--- src/stq_pkg.sv ---
`timescale 1ns / 1ps
`default_nettype none

package stq_pkg;

    localparam int TIME_W            = 31;
    localparam int SLOT_ID_W         = 6;
    localparam int FIRES_W           = 16;
    localparam int SLOTS_DEFAULT     = 16;
    localparam int MAX_FIRES_DEFAULT = 63;

    localparam logic [TIME_W-1:0] TIME_MAX = {TIME_W{1'b1}};

    localparam logic [2:0] OP_ALLOC   = 3'd0;
    localparam logic [2:0] OP_START   = 3'd1;
    localparam logic [2:0] OP_STOP    = 3'd2;
    localparam logic [2:0] OP_RELEASE = 3'd3;
    localparam logic [2:0] OP_TICK    = 3'd4;

    localparam logic [1:0] KIND_ACK   = 2'd0;
    localparam logic [1:0] KIND_ALLOC = 2'd1;
    localparam logic [1:0] KIND_FULL  = 2'd2;
    localparam logic [1:0] KIND_FIRE  = 2'd3;

    localparam logic [1:0] CELL_NOP    = 2'd0;
    localparam logic [1:0] CELL_INSERT = 2'd1;
    localparam logic [1:0] CELL_REMOVE = 2'd2;

    typedef struct packed {
        logic                 valid;
        logic [SLOT_ID_W-1:0] slot;
        logic [TIME_W-1:0]    due;
    } entry_t;

    typedef struct packed {
        logic [1:0]           op;
        logic [SLOT_ID_W-1:0] slot;
        logic [TIME_W-1:0]    due;
    } cell_cmd_t;

    function automatic logic [TIME_W-1:0] sat_add(input logic [TIME_W-1:0] a,
                                                  input logic [TIME_W-1:0] b);
        logic [TIME_W:0] s;
        s = {1'b0, a} + {1'b0, b};
        return s[TIME_W] ? TIME_MAX : s[TIME_W-1:0];
    endfunction

endpackage

`default_nettype wire

--- src/sorted_periodic_timer_queue.sv ---
// Sorted periodic timer queue.
// The s_ channel takes one command item: tuser carries the operation (alloc,
// start, stop, release, tick) and tdata the slot, period and current time.
// The m_ channel returns result items; tlast marks the final result of a
// command. Alloc, start, stop, release and unknown operations give one item.
// A tick gives one item per timer fire, oldest due time first, or a single
// acknowledge when nothing is due.
// Armed timers sit in a row of cells kept sorted by due time; an insert or a
// removal shifts the whole row together, each cell registering its new entry.
// A command is registered when taken and executed in the execute state, and
// its single result is registered in the output register. A tick is decoded
// first; per fire the block pops the head cell and then re-inserts it with
// the new due time, and a final step emits the last item.
// The next command is taken once the previous one has finished.
// A stalled receiver holds the output register and the block waits with it.
// Reset is synchronous; it frees all slots and empties the queue.
`timescale 1ns / 1ps
`default_nettype none

module sorted_periodic_timer_queue #(
    parameter int SLOTS              = stq_pkg::SLOTS_DEFAULT,
    parameter int MAX_FIRES_PER_TICK = stq_pkg::MAX_FIRES_DEFAULT
) (
    input  wire         aclk,
    input  wire         aresetn,
    input  wire         s_tvalid,
    output logic        s_tready,
    input  wire  [71:0] s_tdata,  // slot[3:0], period[34:4], now_time[65:35], zero
    input  wire  [2:0]  s_tuser,  // operation
    output logic        m_tvalid,
    input  wire         m_tready,
    output logic [55:0] m_tdata,  // result_slot[3:0], fire_count[19:4],
                                  // due_time[50:20], more_pending[51], zero
    output logic [1:0]  m_tuser,  // result_kind
    output logic        m_tlast
);
    import stq_pkg::*;

    localparam int IW = (SLOTS > 1) ? $clog2(SLOTS) : 1;
    localparam int NW = $clog2(MAX_FIRES_PER_TICK + 1);

    localparam logic [1:0] ST_IDLE = 2'd0;
    localparam logic [1:0] ST_EXEC = 2'd1;
    localparam logic [1:0] ST_TICK = 2'd2;
    localparam logic [1:0] ST_INS  = 2'd3;

    logic [1:0]        state_reg, state_next;
    logic [2:0]        op_reg;
    logic [3:0]        slot_reg;
    logic [TIME_W-1:0] period_reg;
    logic [TIME_W-1:0] now_reg;

    logic [SLOTS-1:0]  used_reg, used_next;
    logic [SLOTS-1:0]  armed_reg, armed_next;
    logic [TIME_W-1:0] period_mem [SLOTS];
    logic [FIRES_W-1:0] fires_mem [SLOTS];

    logic [NW-1:0]      n_reg, n_next;
    logic               pend_valid_reg, pend_valid_next;
    logic [IW-1:0]      pend_slot_reg;
    logic [FIRES_W-1:0] pend_fires_reg;
    logic [TIME_W-1:0]  pend_due_reg;

    logic               m_tvalid_reg, m_tvalid_next;
    logic [1:0]         out_kind_reg;
    logic [3:0]         out_slot_reg;
    logic [FIRES_W-1:0] out_fires_reg;
    logic [TIME_W-1:0]  out_due_reg;
    logic               out_more_reg;
    logic               out_last_reg;

    logic               load_out;
    logic [1:0]         load_kind;
    logic [3:0]         load_slot;
    logic [FIRES_W-1:0] load_fires;
    logic [TIME_W-1:0]  load_due;
    logic               load_more;
    logic               load_last;

    logic               wr_period;
    logic [IW-1:0]      wr_period_idx;
    logic               wr_fires;
    logic [IW-1:0]      wr_fires_idx;
    logic [FIRES_W-1:0] wr_fires_val;
    logic               take_pend;

    cell_cmd_t          cmd;
    entry_t             head;
    logic [SLOTS-1:0]   chain_valid;

    logic               out_free;
    logic [IW-1:0]      s_idx;
    logic               in_range;
    logic               free_found;
    logic [IW-1:0]      free_idx;
    logic [IW-1:0]      head_idx;
    logic               head_due;
    logic               can_fire;

    stq_chain #(.SLOTS(SLOTS)) u_chain (
        .aclk      (aclk),
        .aresetn   (aresetn),
        .cmd       (cmd),
        .head      (head),
        .valid_vec (chain_valid)
    );

    assign s_tready = (state_reg == ST_IDLE);
    assign out_free = !m_tvalid_reg || m_tready;
    assign s_idx    = IW'(slot_reg);
    assign in_range = (32'(slot_reg) < SLOTS);
    assign head_idx = IW'(head.slot);
    assign head_due = head.valid && (head.due <= now_reg);
    assign can_fire = head_due && (n_reg < NW'(MAX_FIRES_PER_TICK));

    always_comb begin
        free_found = 1'b0;
        free_idx   = '0;
        for (int k = 0; k < SLOTS; k++) begin
            if (!free_found && !used_reg[k]) begin
                free_found = 1'b1;
                free_idx   = IW'(k);
            end
        end
    end

    always_comb begin
        state_next      = state_reg;
        used_next       = used_reg;
        armed_next      = armed_reg;
        n_next          = n_reg;
        pend_valid_next = pend_valid_reg;
        m_tvalid_next   = m_tvalid_reg && !m_tready;
        load_out        = 1'b0;
        load_kind       = KIND_ACK;
        load_slot       = '0;
        load_fires      = '0;
        load_due        = '0;
        load_more       = 1'b0;
        load_last       = 1'b1;
        wr_period       = 1'b0;
        wr_period_idx   = free_idx;
        wr_fires        = 1'b0;
        wr_fires_idx    = free_idx;
        wr_fires_val    = '0;
        take_pend       = 1'b0;
        cmd.op          = CELL_NOP;
        cmd.slot        = SLOT_ID_W'(s_idx);
        cmd.due         = sat_add(now_reg, period_mem[s_idx]);

        case (state_reg)
            ST_IDLE: begin
                if (s_tvalid) begin
                    state_next = ST_EXEC;
                end
            end
            ST_EXEC: begin
                if (out_free) begin
                    state_next = ST_IDLE;
                    load_out   = 1'b1;
                    case (op_reg)
                        OP_ALLOC: begin
                            if (free_found) begin
                                used_next[free_idx]  = 1'b1;
                                armed_next[free_idx] = 1'b0;
                                wr_period            = 1'b1;
                                wr_fires             = 1'b1;
                                load_kind            = KIND_ALLOC;
                                load_slot            = 4'(free_idx);
                            end else begin
                                load_kind = KIND_FULL;
                            end
                        end
                        OP_START: begin
                            if (in_range && used_reg[s_idx] && !armed_reg[s_idx]) begin
                                armed_next[s_idx] = 1'b1;
                                cmd.op            = CELL_INSERT;
                            end
                        end
                        OP_STOP: begin
                            if (in_range && armed_reg[s_idx]) begin
                                armed_next[s_idx] = 1'b0;
                                cmd.op            = CELL_REMOVE;
                            end
                        end
                        OP_RELEASE: begin
                            if (in_range && used_reg[s_idx]) begin
                                if (armed_reg[s_idx]) begin
                                    cmd.op = CELL_REMOVE;
                                end
                                armed_next[s_idx] = 1'b0;
                                used_next[s_idx]  = 1'b0;
                            end
                        end
                        OP_TICK: begin
                            load_out        = 1'b0;
                            state_next      = ST_TICK;
                            n_next          = '0;
                            pend_valid_next = 1'b0;
                        end
                        default: begin
                            load_kind = KIND_ACK;
                        end
                    endcase
                end
            end
            ST_TICK: begin
                if (out_free) begin
                    load_out = pend_valid_reg || !can_fire;
                    if (pend_valid_reg) begin
                        load_kind  = KIND_FIRE;
                        load_slot  = 4'(pend_slot_reg);
                        load_fires = pend_fires_reg;
                        load_due   = pend_due_reg;
                        load_last  = !can_fire;
                        load_more  = !can_fire && head_due;
                    end
                    if (can_fire) begin
                        take_pend       = 1'b1;
                        pend_valid_next = 1'b1;
                        wr_fires        = 1'b1;
                        wr_fires_idx    = head_idx;
                        wr_fires_val    = fires_mem[head_idx] + 1'b1;
                        n_next          = n_reg + 1'b1;
                        cmd.op          = CELL_REMOVE;
                        cmd.slot        = head.slot;
                        state_next      = ST_INS;
                    end else begin
                        pend_valid_next = 1'b0;
                        state_next      = ST_IDLE;
                    end
                end
            end
            ST_INS: begin
                cmd.op     = CELL_INSERT;
                cmd.slot   = SLOT_ID_W'(pend_slot_reg);
                cmd.due    = sat_add(pend_due_reg, period_mem[pend_slot_reg]);
                state_next = ST_TICK;
            end
            default: begin
                state_next = ST_IDLE;
            end
        endcase

        if (load_out) begin
            m_tvalid_next = 1'b1;
        end
    end

    always_ff @(posedge aclk) begin
        if (!aresetn) begin
            state_reg      <= ST_IDLE;
            used_reg       <= '0;
            armed_reg      <= '0;
            n_reg          <= '0;
            pend_valid_reg <= 1'b0;
            m_tvalid_reg   <= 1'b0;
        end else begin
            state_reg      <= state_next;
            used_reg       <= used_next;
            armed_reg      <= armed_next;
            n_reg          <= n_next;
            pend_valid_reg <= pend_valid_next;
            m_tvalid_reg   <= m_tvalid_next;
        end
    end

    always_ff @(posedge aclk) begin
        if (s_tvalid && s_tready) begin
            op_reg     <= s_tuser;
            slot_reg   <= s_tdata[3:0];
            period_reg <= s_tdata[34:4];
            now_reg    <= s_tdata[65:35];
        end
        if (wr_period) begin
            period_mem[wr_period_idx] <= period_reg;
        end
        if (wr_fires) begin
            fires_mem[wr_fires_idx] <= wr_fires_val;
        end
        if (take_pend) begin
            pend_slot_reg  <= head_idx;
            pend_fires_reg <= wr_fires_val;
            pend_due_reg   <= head.due;
        end
        if (load_out) begin
            out_kind_reg  <= load_kind;
            out_slot_reg  <= load_slot;
            out_fires_reg <= load_fires;
            out_due_reg   <= load_due;
            out_more_reg  <= load_more;
            out_last_reg  <= load_last;
        end
    end

    assign m_tvalid = m_tvalid_reg;
    assign m_tuser  = out_kind_reg;
    assign m_tlast  = out_last_reg;
    assign m_tdata  = {4'b0000, out_more_reg, out_due_reg, out_fires_reg, out_slot_reg};

`ifndef SYNTHESIS
    a_queue_matches_armed: assert property (@(posedge aclk) disable iff (!aresetn)
        (state_reg == ST_IDLE) |-> ($countones(armed_reg) == $countones(chain_valid)))
        else $error("queue contents differ from armed slots");

    a_fire_limit: assert property (@(posedge aclk) disable iff (!aresetn)
        (state_reg == ST_TICK) |-> (n_reg <= NW'(MAX_FIRES_PER_TICK)))
        else $error("fire count beyond the per-tick limit");

    a_pend_in_tick: assert property (@(posedge aclk) disable iff (!aresetn)
        pend_valid_reg |-> ((state_reg == ST_TICK) || (state_reg == ST_INS)))
        else $error("pending fire outside a tick");

    a_ins_has_pend: assert property (@(posedge aclk) disable iff (!aresetn)
        (state_reg == ST_INS) |-> pend_valid_reg)
        else $error("re-insert without a pending fire");
`endif

endmodule

`default_nettype wire

--- src/stq_cell.sv ---
`timescale 1ns / 1ps
`default_nettype none

module stq_cell (
    input  wire                 aclk,
    input  wire                 aresetn,
    input  wire stq_pkg::cell_cmd_t cmd,
    input  wire stq_pkg::entry_t    prev_entry,
    input  wire                 prev_le,
    input  wire                 prev_hit,
    input  wire stq_pkg::entry_t    next_entry,
    output stq_pkg::entry_t     entry,
    output logic                le,
    output logic                hit
);
    import stq_pkg::*;

    entry_t entry_reg;
    entry_t entry_next;

    assign entry = entry_reg;
    assign le    = entry_reg.valid && (entry_reg.due <= cmd.due);
    assign hit   = prev_hit || (entry_reg.valid && (entry_reg.slot == cmd.slot));

    always_comb begin
        entry_next = entry_reg;
        case (cmd.op)
            CELL_INSERT: begin
                if (!prev_le) begin
                    entry_next = prev_entry;
                end else if (!le) begin
                    entry_next.valid = 1'b1;
                    entry_next.slot  = cmd.slot;
                    entry_next.due   = cmd.due;
                end
            end
            CELL_REMOVE: begin
                if (hit) begin
                    entry_next = next_entry;
                end
            end
            default: begin
                entry_next = entry_reg;
            end
        endcase
    end

    always_ff @(posedge aclk) begin
        if (!aresetn) begin
            entry_reg.valid <= 1'b0;
        end else begin
            entry_reg <= entry_next;
        end
    end

endmodule

`default_nettype wire

--- src/stq_chain.sv ---
`timescale 1ns / 1ps
`default_nettype none

module stq_chain #(
    parameter int SLOTS = stq_pkg::SLOTS_DEFAULT
) (
    input  wire                 aclk,
    input  wire                 aresetn,
    input  wire stq_pkg::cell_cmd_t cmd,
    output stq_pkg::entry_t     head,
    output logic [SLOTS-1:0]    valid_vec
);
    import stq_pkg::*;

    entry_t entries [SLOTS];
    logic   le_vec  [SLOTS];
    logic   hit_vec [SLOTS];

    genvar i;
    generate
        for (i = 0; i < SLOTS; i++) begin : g_cell
            entry_t prev_e;
            entry_t next_e;
            logic   prev_l;
            logic   prev_h;
            if (i == 0) begin : g_first
                assign prev_e = '0;
                assign prev_l = 1'b1;
                assign prev_h = 1'b0;
            end else begin : g_mid
                assign prev_e = entries[i-1];
                assign prev_l = le_vec[i-1];
                assign prev_h = hit_vec[i-1];
            end
            if (i == SLOTS - 1) begin : g_last
                assign next_e = '0;
            end else begin : g_inner
                assign next_e = entries[i+1];
            end
            stq_cell u_cell (
                .aclk       (aclk),
                .aresetn    (aresetn),
                .cmd        (cmd),
                .prev_entry (prev_e),
                .prev_le    (prev_l),
                .prev_hit   (prev_h),
                .next_entry (next_e),
                .entry      (entries[i]),
                .le         (le_vec[i]),
                .hit        (hit_vec[i])
            );
            assign valid_vec[i] = entries[i].valid;
        end
    endgenerate

    assign head = entries[0];

endmodule

`default_nettype wire
--- config.mk ---
export PLATFORM = sky130hd
export DESIGN_NAME = sorted_periodic_timer_queue
export DESIGN_NICKNAME = d
export VERILOG_FILES = /design/src/stq_pkg.sv /design/src/sorted_periodic_timer_queue.sv /design/src/stq_cell.sv /design/src/stq_chain.sv
export SDC_FILE = /design/constraint.sdc
export NUM_CORES = 2
export LEC_CHECK = 0
export ABC_CLOCK_PERIOD_IN_PS = 14250
export BUFFER_PORTS_ARGS = -buffer_cell sky130_fd_sc_hd__buf_2
export CAP_MARGIN = 20
export CELL_PAD_IN_SITES_DETAIL_PLACEMENT = 1
export CELL_PAD_IN_SITES_GLOBAL_PLACEMENT = 1
export CORE_UTILIZATION = 55
export CTS_BUF_LIST = sky130_fd_sc_hd__clkbuf_2
export DETAILED_ROUTE_END_ITERATION = 16
export GPL_ROUTABILITY_DRIVEN = 0
export PLACE_DENSITY = 0.83
export RECOVER_POWER = 100
export SYNTH_ARGS = -nofsm -noshare
export SYNTH_HDL_FRONTEND = slang
export SYNTH_SLANG_ARGS = --single-unit
--- constraint.sdc ---
create_clock -name aclk -period 14.25 [get_ports aclk]
set_clock_uncertainty 0.15 [all_clocks]
set_input_delay 4.275 -clock aclk [delete_from_list [all_inputs] [get_ports aclk]]
set_output_delay 4.275 -clock aclk [all_outputs]
set_load 0.1 [all_outputs]
# ---- Word level (Yosys, flattened, before mapping)
# Memory sizes are Yosys's and may differ from the RTL's. A register that Yosys moved wholly into a read port is not among the register bits.
# Index checks and enable logic that the tools add are counted.
# Widths: inputs -> output; s select.
dict set report classes {
  n_reduce_logical 149
  n_eq_ne 66
  n_addsub 4
  n_lt_le_gt_ge 22
  mux 175
  bitwise_logic 7
}
# op n
set ops {}
lappend ops {{$mux 38} 47}
lappend ops {{$pmux 38 s2} 16}
lappend ops {{$le 31x31->1} 17}
lappend ops {{$mux 16} 9}
lappend ops {{$mux 4} 25}
lappend ops {{$eq 6x6->1} 16}
lappend ops {{$mux 31} 3}
lappend ops {{$reduce_and 4->1} 17}
lappend ops {{$add 31x31->32} 2}
lappend ops {{$pmux 16 s4} 1}
lappend ops {{$logic_and 1x1->1} 55}
lappend ops {{$reduce_and 3->1} 18}
lappend ops {{$ne 2x2->1 const B} 25}
lappend ops {{$and 16x16->16} 3}
lappend ops {{$ne 3x3->1 const B} 15}
lappend ops {{$mux 1} 40}
lappend ops {{$logic_not 1->1} 33}
lappend ops {{$not 16->16} 2}
lappend ops {{$or 16x16->16} 2}
lappend ops {{$pmux 16 s2} 1}
lappend ops {{$mux 2} 13}
lappend ops {{$mux 6} 4}
lappend ops {{$pmux 6 s2} 2}
lappend ops {{$logic_or 1x1->1} 17}
lappend ops {{other kinds (25)} 40}
dict set report word_totals {
  ram_bits 752
  in_bits 79
  memories 2
  elab_cells 492
  register_bits 825
}
# memory words word_bits rd rd_ports_with_merged_regs write_ports line
set memory_table {}
lappend memory_table {period_mem 16 31 2 2 1 sorted_periodic_timer_queue.sv:55} ;# logic [TIME_W-1:0] period_mem [SLOTS];
lappend memory_table {fires_mem 16 16 1 1 1 sorted_periodic_timer_queue.sv:56} ;# logic [FIRES_W-1:0] fires_mem [SLOTS];

# ---- Depth between registers and ports, before layout
dict set report logic_depth {
  ltp_word 53
  ltp_mapped 37
  ltp_nobuf 31
}

# ---- Hierarchy
# From an unflattened synthesis, not the netlist that was laid out.
dict set report hier_totals {
  cells_unflattened 7350
  area_unflattened_um2 92177.2
}
# module cells_each area_per_inst_um2 instances seq_area_each_um2
set by_module_without_submodules {}
lappend by_module_without_submodules {stq_cell 299 2922.8 16 1131.1}
lappend by_module_without_submodules {sorted_periodic_timer_queue 2563 45397.3 1 28837.7}
lappend by_module_without_submodules {stq_chain 3 15.0 1 0.0}

# ---- Worst setup path before layout
# OpenSTA, ideal clock, no wires.
dict set report synth_path {
  path_type {register to register}
  startpoint {register with a tool-made name}
  endpoint {register u_chain.g_cell[12].u_cell.entry_reg, in the netlist u_chain.g_cell[12].u_cell.entry[0] (enable)}
  slack_ns 2.498
  path_buffers 5
  arrival_ns 11.065
  path_stages_with_launch 33
  period_less_slack_ns 11.752
  path_cell_list {dfxtp_1 clkbuf_1 buf_1 buf_1 mux4_2 mux4_2 ha_1 a21oi_1 o21bai_1 a21boi_0 o311ai_1 a2111o_1 a31oi_1 o211a_1 o21ai_1 nand2_1 a22oi_1 clkbuf_1 inv_1 ha_1 nor2b_1 o21a_1 o21a_1 o21a_1 o21ai_0 nand2b_1 a21oi_1 o31a_1 o21ai_0 o211a_1 clkbuf_1 nor3_1 nor4b_1}
}
# element line
set synth_rtl {}
lappend synth_rtl {{to (signal assigned)} stq_cell.sv:52} ;# entry_reg <= entry_next;
lappend synth_rtl {{to (decl)} stq_cell.sv:18} ;# entry_t entry_reg;

==> run_results.csv <==
group,metric,value,unit
die,start_util,55.6,%
flow_run,drv_cap,34,
placed_design,post-place-ws,2630,ps
placed_design,io_buffers,129,
yosys,yosys-top-cells-area,"edfxtp_1, mux4_2, ha_1, mux2i_1, o21ai_0",
die,die_h,402,um
power,swShare,36.8,%
detailed_routing,vias,64200,
power,powerDensity,126,nW/um^2
cts,cts_tree,"built",
setup_path,crit_type,"reg -> reg",
sta,finalSetupViolCount,0,
cts,cts_num_sinks,1589,
sta,final.min_clock_period,12890,ps
sta,drv_slew,1450,
power,p_comb_share,28.9,%
placed_design,detailed_place_hpwl,190000,um
sta,hold_viol,0,
final_layout,finalNonFillerCells,9510,
yosys,avgSynthCellArea,13.0,um^2
yosys,synthDistinctLibCells,100,
grt,grt_pass1_wl,427000,um
sta,timing.final.ws_setup,1360,ps
detailed_routing,ant_nets,0,
detailed_routing,drt-vias-per-instance,6.75,
die,die_x,402,um
detailed_routing,wire_per_inst,30.3,um
setup_path,start_kind,"flop",
yosys,async_flop_share,0,%
yosys,synth_top_cell_area_share,51.7,%
power,pwr-share-seq,43.5,%
grt,grt_pass1_vias,67300,
yosys,syn-cell-area,88200,um^2
cts,cts-root-buf,"clkbuf_2",
yosys,yosysSeqAreaShare,53.3,%
power,p_switching,4.41,mW
yosys,synth_compound_area_share,10.2,%
yosys,synthAdderAreaFrac,8.52,%
sta,fin_crit_sh,90.4,%
die,num_rows,146,
outcome,violations,"max-capacitance violations, max-slew violations",
final_layout,fin_area,94700,um^2
cts,cts_inserted_buffers,426,
yosys,synth_top_family_by_area,"multiplexers",
sta,max_slew_margin,-320,%
setup_path,crit_slowest_cell,"dfxtp_1",
setup_path,worst_path_most_repeated_cell,"buf_4",
die,core,159000,um^2
sta,holdWs,281,ps
yosys,ys_dominant_reg_cell,"edfxtp_1",
power,p_int,7.56,mW
setup_path,crit_arrival,14150,ps
yosys,netlist_instances,6808,
detailed_routing,drc_errors,0,
final_layout,fillers,16000,
grt,grt_max_degree,192,
placed_design,placedCellCount,8764,
sta,fmax,77.6,MHz
outcome,status,"complete, but fails checks",
detailed_routing,dr.pass1.iters,6,
grt,grt.total_usage,35.1,%
final_layout,largest_reg_flops,608,
cts,htree_levels,5,
detailed_routing,routed_wl,288000,um
final_layout,syn_to_final_growth,7.36,%
setup_path,worstPathRequired,15510,ps
power,vdd_ir_drop_max,0.113,mV
sta,worstMarginPinSlew,6300,ps
cts,worstSkewPairLatency,2070,ps
placed_design,post_dp_cell_area,91300,um^2
yosys,yosys.area.top_type,"edfxtp_1",
sta,fin_setup_tns,0,ps
yosys,synthSimpleGateAreaFrac,8.67,%
yosys,synth-edff-count,1519,
power,power,12.0,mW
die,die_area,162000,um^2
sta,rsz0062_at_grt,"no",
cts,post_cts_resized,0,
power,leakage,34.6,nW
power,pwr-share-clk,27.6,%
final_layout,fin_nets,7818,
detailed_routing,drt-initial-drc-count,6773,
grt,antenna_found_initial,10,
cts,cts_hold_buf,0,
cts,clockBufferDepth,4,
setup_path,reg2reg_slack,1360,ps
setup_path,path_max_fanout,41,
die,ios,140,
cts,clkTransAtPathRegs,150,ps
worst_hold_path,hp-class,"reg -> reg",
cts,post_cts_buffers,0,
final_layout,finish.utilization,59.6,%
yosys,ys_ff_latch,1589,
final_layout,layout-drive-gt1-share,17.2,%
setup_path,max_stage_delay,1610,ps
grt,grt-ovfl-total,0,
yosys,synthMuxAreaShare,15.7,%
yosys,synth-xor-area-share,1.24,%
setup_path,worst_setup_path_end_kind,"flop",
yosys,yosysWarnings,0,
logic make-up after synthesis:
kind of cell / count (synthesis)
multiplexers: 884
AO/OA/AOI/OAI: 1461
AND/OR/NAND/NOR: 1611
adder cells (fa/ha/maj): 599
XOR/XNOR: 125
buffers and inverters: 538
other: 1
flip-flops: 1589
cells in the mapped netlist (9+ instances only):
master	count
nor3_1	59
mux2_2	16
o2111ai_1	11
xnor2_1	65
a21o_1	142
edfxtp_1	1519
nand3b_1	10
a211oi_1	38
nor2b_1	78
o211ai_1	12
nand4_1	116
mux2i_1	468
nor2_1	212
a22oi_1	18
a21boi_0	14
nand2_1	742
a31oi_1	47
nor3b_1	32
o31ai_1	13
buf_2	12
clkbuf_1	306
o21a_1	98
a2bb2oi_1	13
and3_1	51
inv_1	141
or2_2	10
ha_1	597
and4_1	9
o22a_1	10
nand3_1	100
and2_1	66
o21ai_0	639
nor4_1	25
o32ai_1	11
or3_1	14
nand2b_1	55
a21oi_1	260
mux4_2	400
buf_1	66
xor2_1	60
a221o_1	30
dfxtp_1	70
power groups by stage:
stage               logic, mW  clock network (mW)  registers, mW
floorplan                2.06                   0           5.34
global route             3.75                3.51           5.21
global placement         3.15                   0           5.29
detailed placement       3.38                   0           5.30
CTS                      3.42                3.32           5.19
finish                   3.46                3.30           5.20
critical path: cells and delay by family (launching register included):
kind	cells	cell delay, ps
adder cells (fa/ha/maj)	2	550
flip-flops	1	1610
buffers and inverters	5	2910
AO/OA/AOI/OAI	14	4500
AND/OR/NAND/NOR	5	1310
multiplexers	2	1160
final timing paths:
path | start | depth (start not counted) | endpoint
min reg2reg | u_chain.g_cell[0].u_cell.entry[12] | 0 | pend_due_reg[12]
max reg2reg | flop | 28 | u_chain.g_cell[14].u_cell.entry[9]
max | flop | 28 | u_chain.g_cell[14].u_cell.entry[9]
min | u_chain.g_cell[0].u_cell.entry[12] | 0 | pend_due_reg[12]
routing by layer:
| layer | part of all wire [%] | up-vias | track usage (%) | routed length [um] |
|---|---|---|---|---|
| met5 | 0.034 | - | 0 | 97 |
| met4 | 5.9 | 16 | 19.8 | 16900 |
| met3 | 8.6 | 972 | 7.27 | 24700 |
| met2 | 48 | 3680 | 57.3 | 138000 |
| met1 | 38 | 32100 | 43.8 | 108000 |
| li1 | - | 27400 | - | - |
layout by cell type (no fill, tap or decap), drive strengths merged, types with 30 or more instances in the layout:
cell type,n
a21o,143
mux2i,468
clkbuf,747
dfxtp,70
nor3b,32
and3,51
xor2,60
a31oi,47
edfxtp,1519
nand2,743
and2,67
a221o,30
a21oi,260
a211oi,38
xnor2,65
o21a,98
o21ai,647
buf,153
nor2b,78
inv,132
nand4,117
nand3,102
nor3,60
clkinv,121
ha,597
nor2,213
mux4,400
nand2b,55
area by class of cell:
| cell class | instances | area, um^2 | share of cell area (%) |
|---|---|---|---|
| inverter | 145 | 546 | 0.576 |
| tap | 2072 | 2590 | 2.74 |
| sequential | 1589 | 47000 | 49.7 |
| antenna | 4 | 10.0 | 0.0106 |
| multi-input combinational | 4684 | 39200 | 41.4 |
| clock buffer | 607 | 3040 | 3.21 |
| clock inverter | 115 | 566 | 0.597 |
| timing repair buffer | 294 | 1670 | 1.76 |
Power figures use the tool's default switching activity.
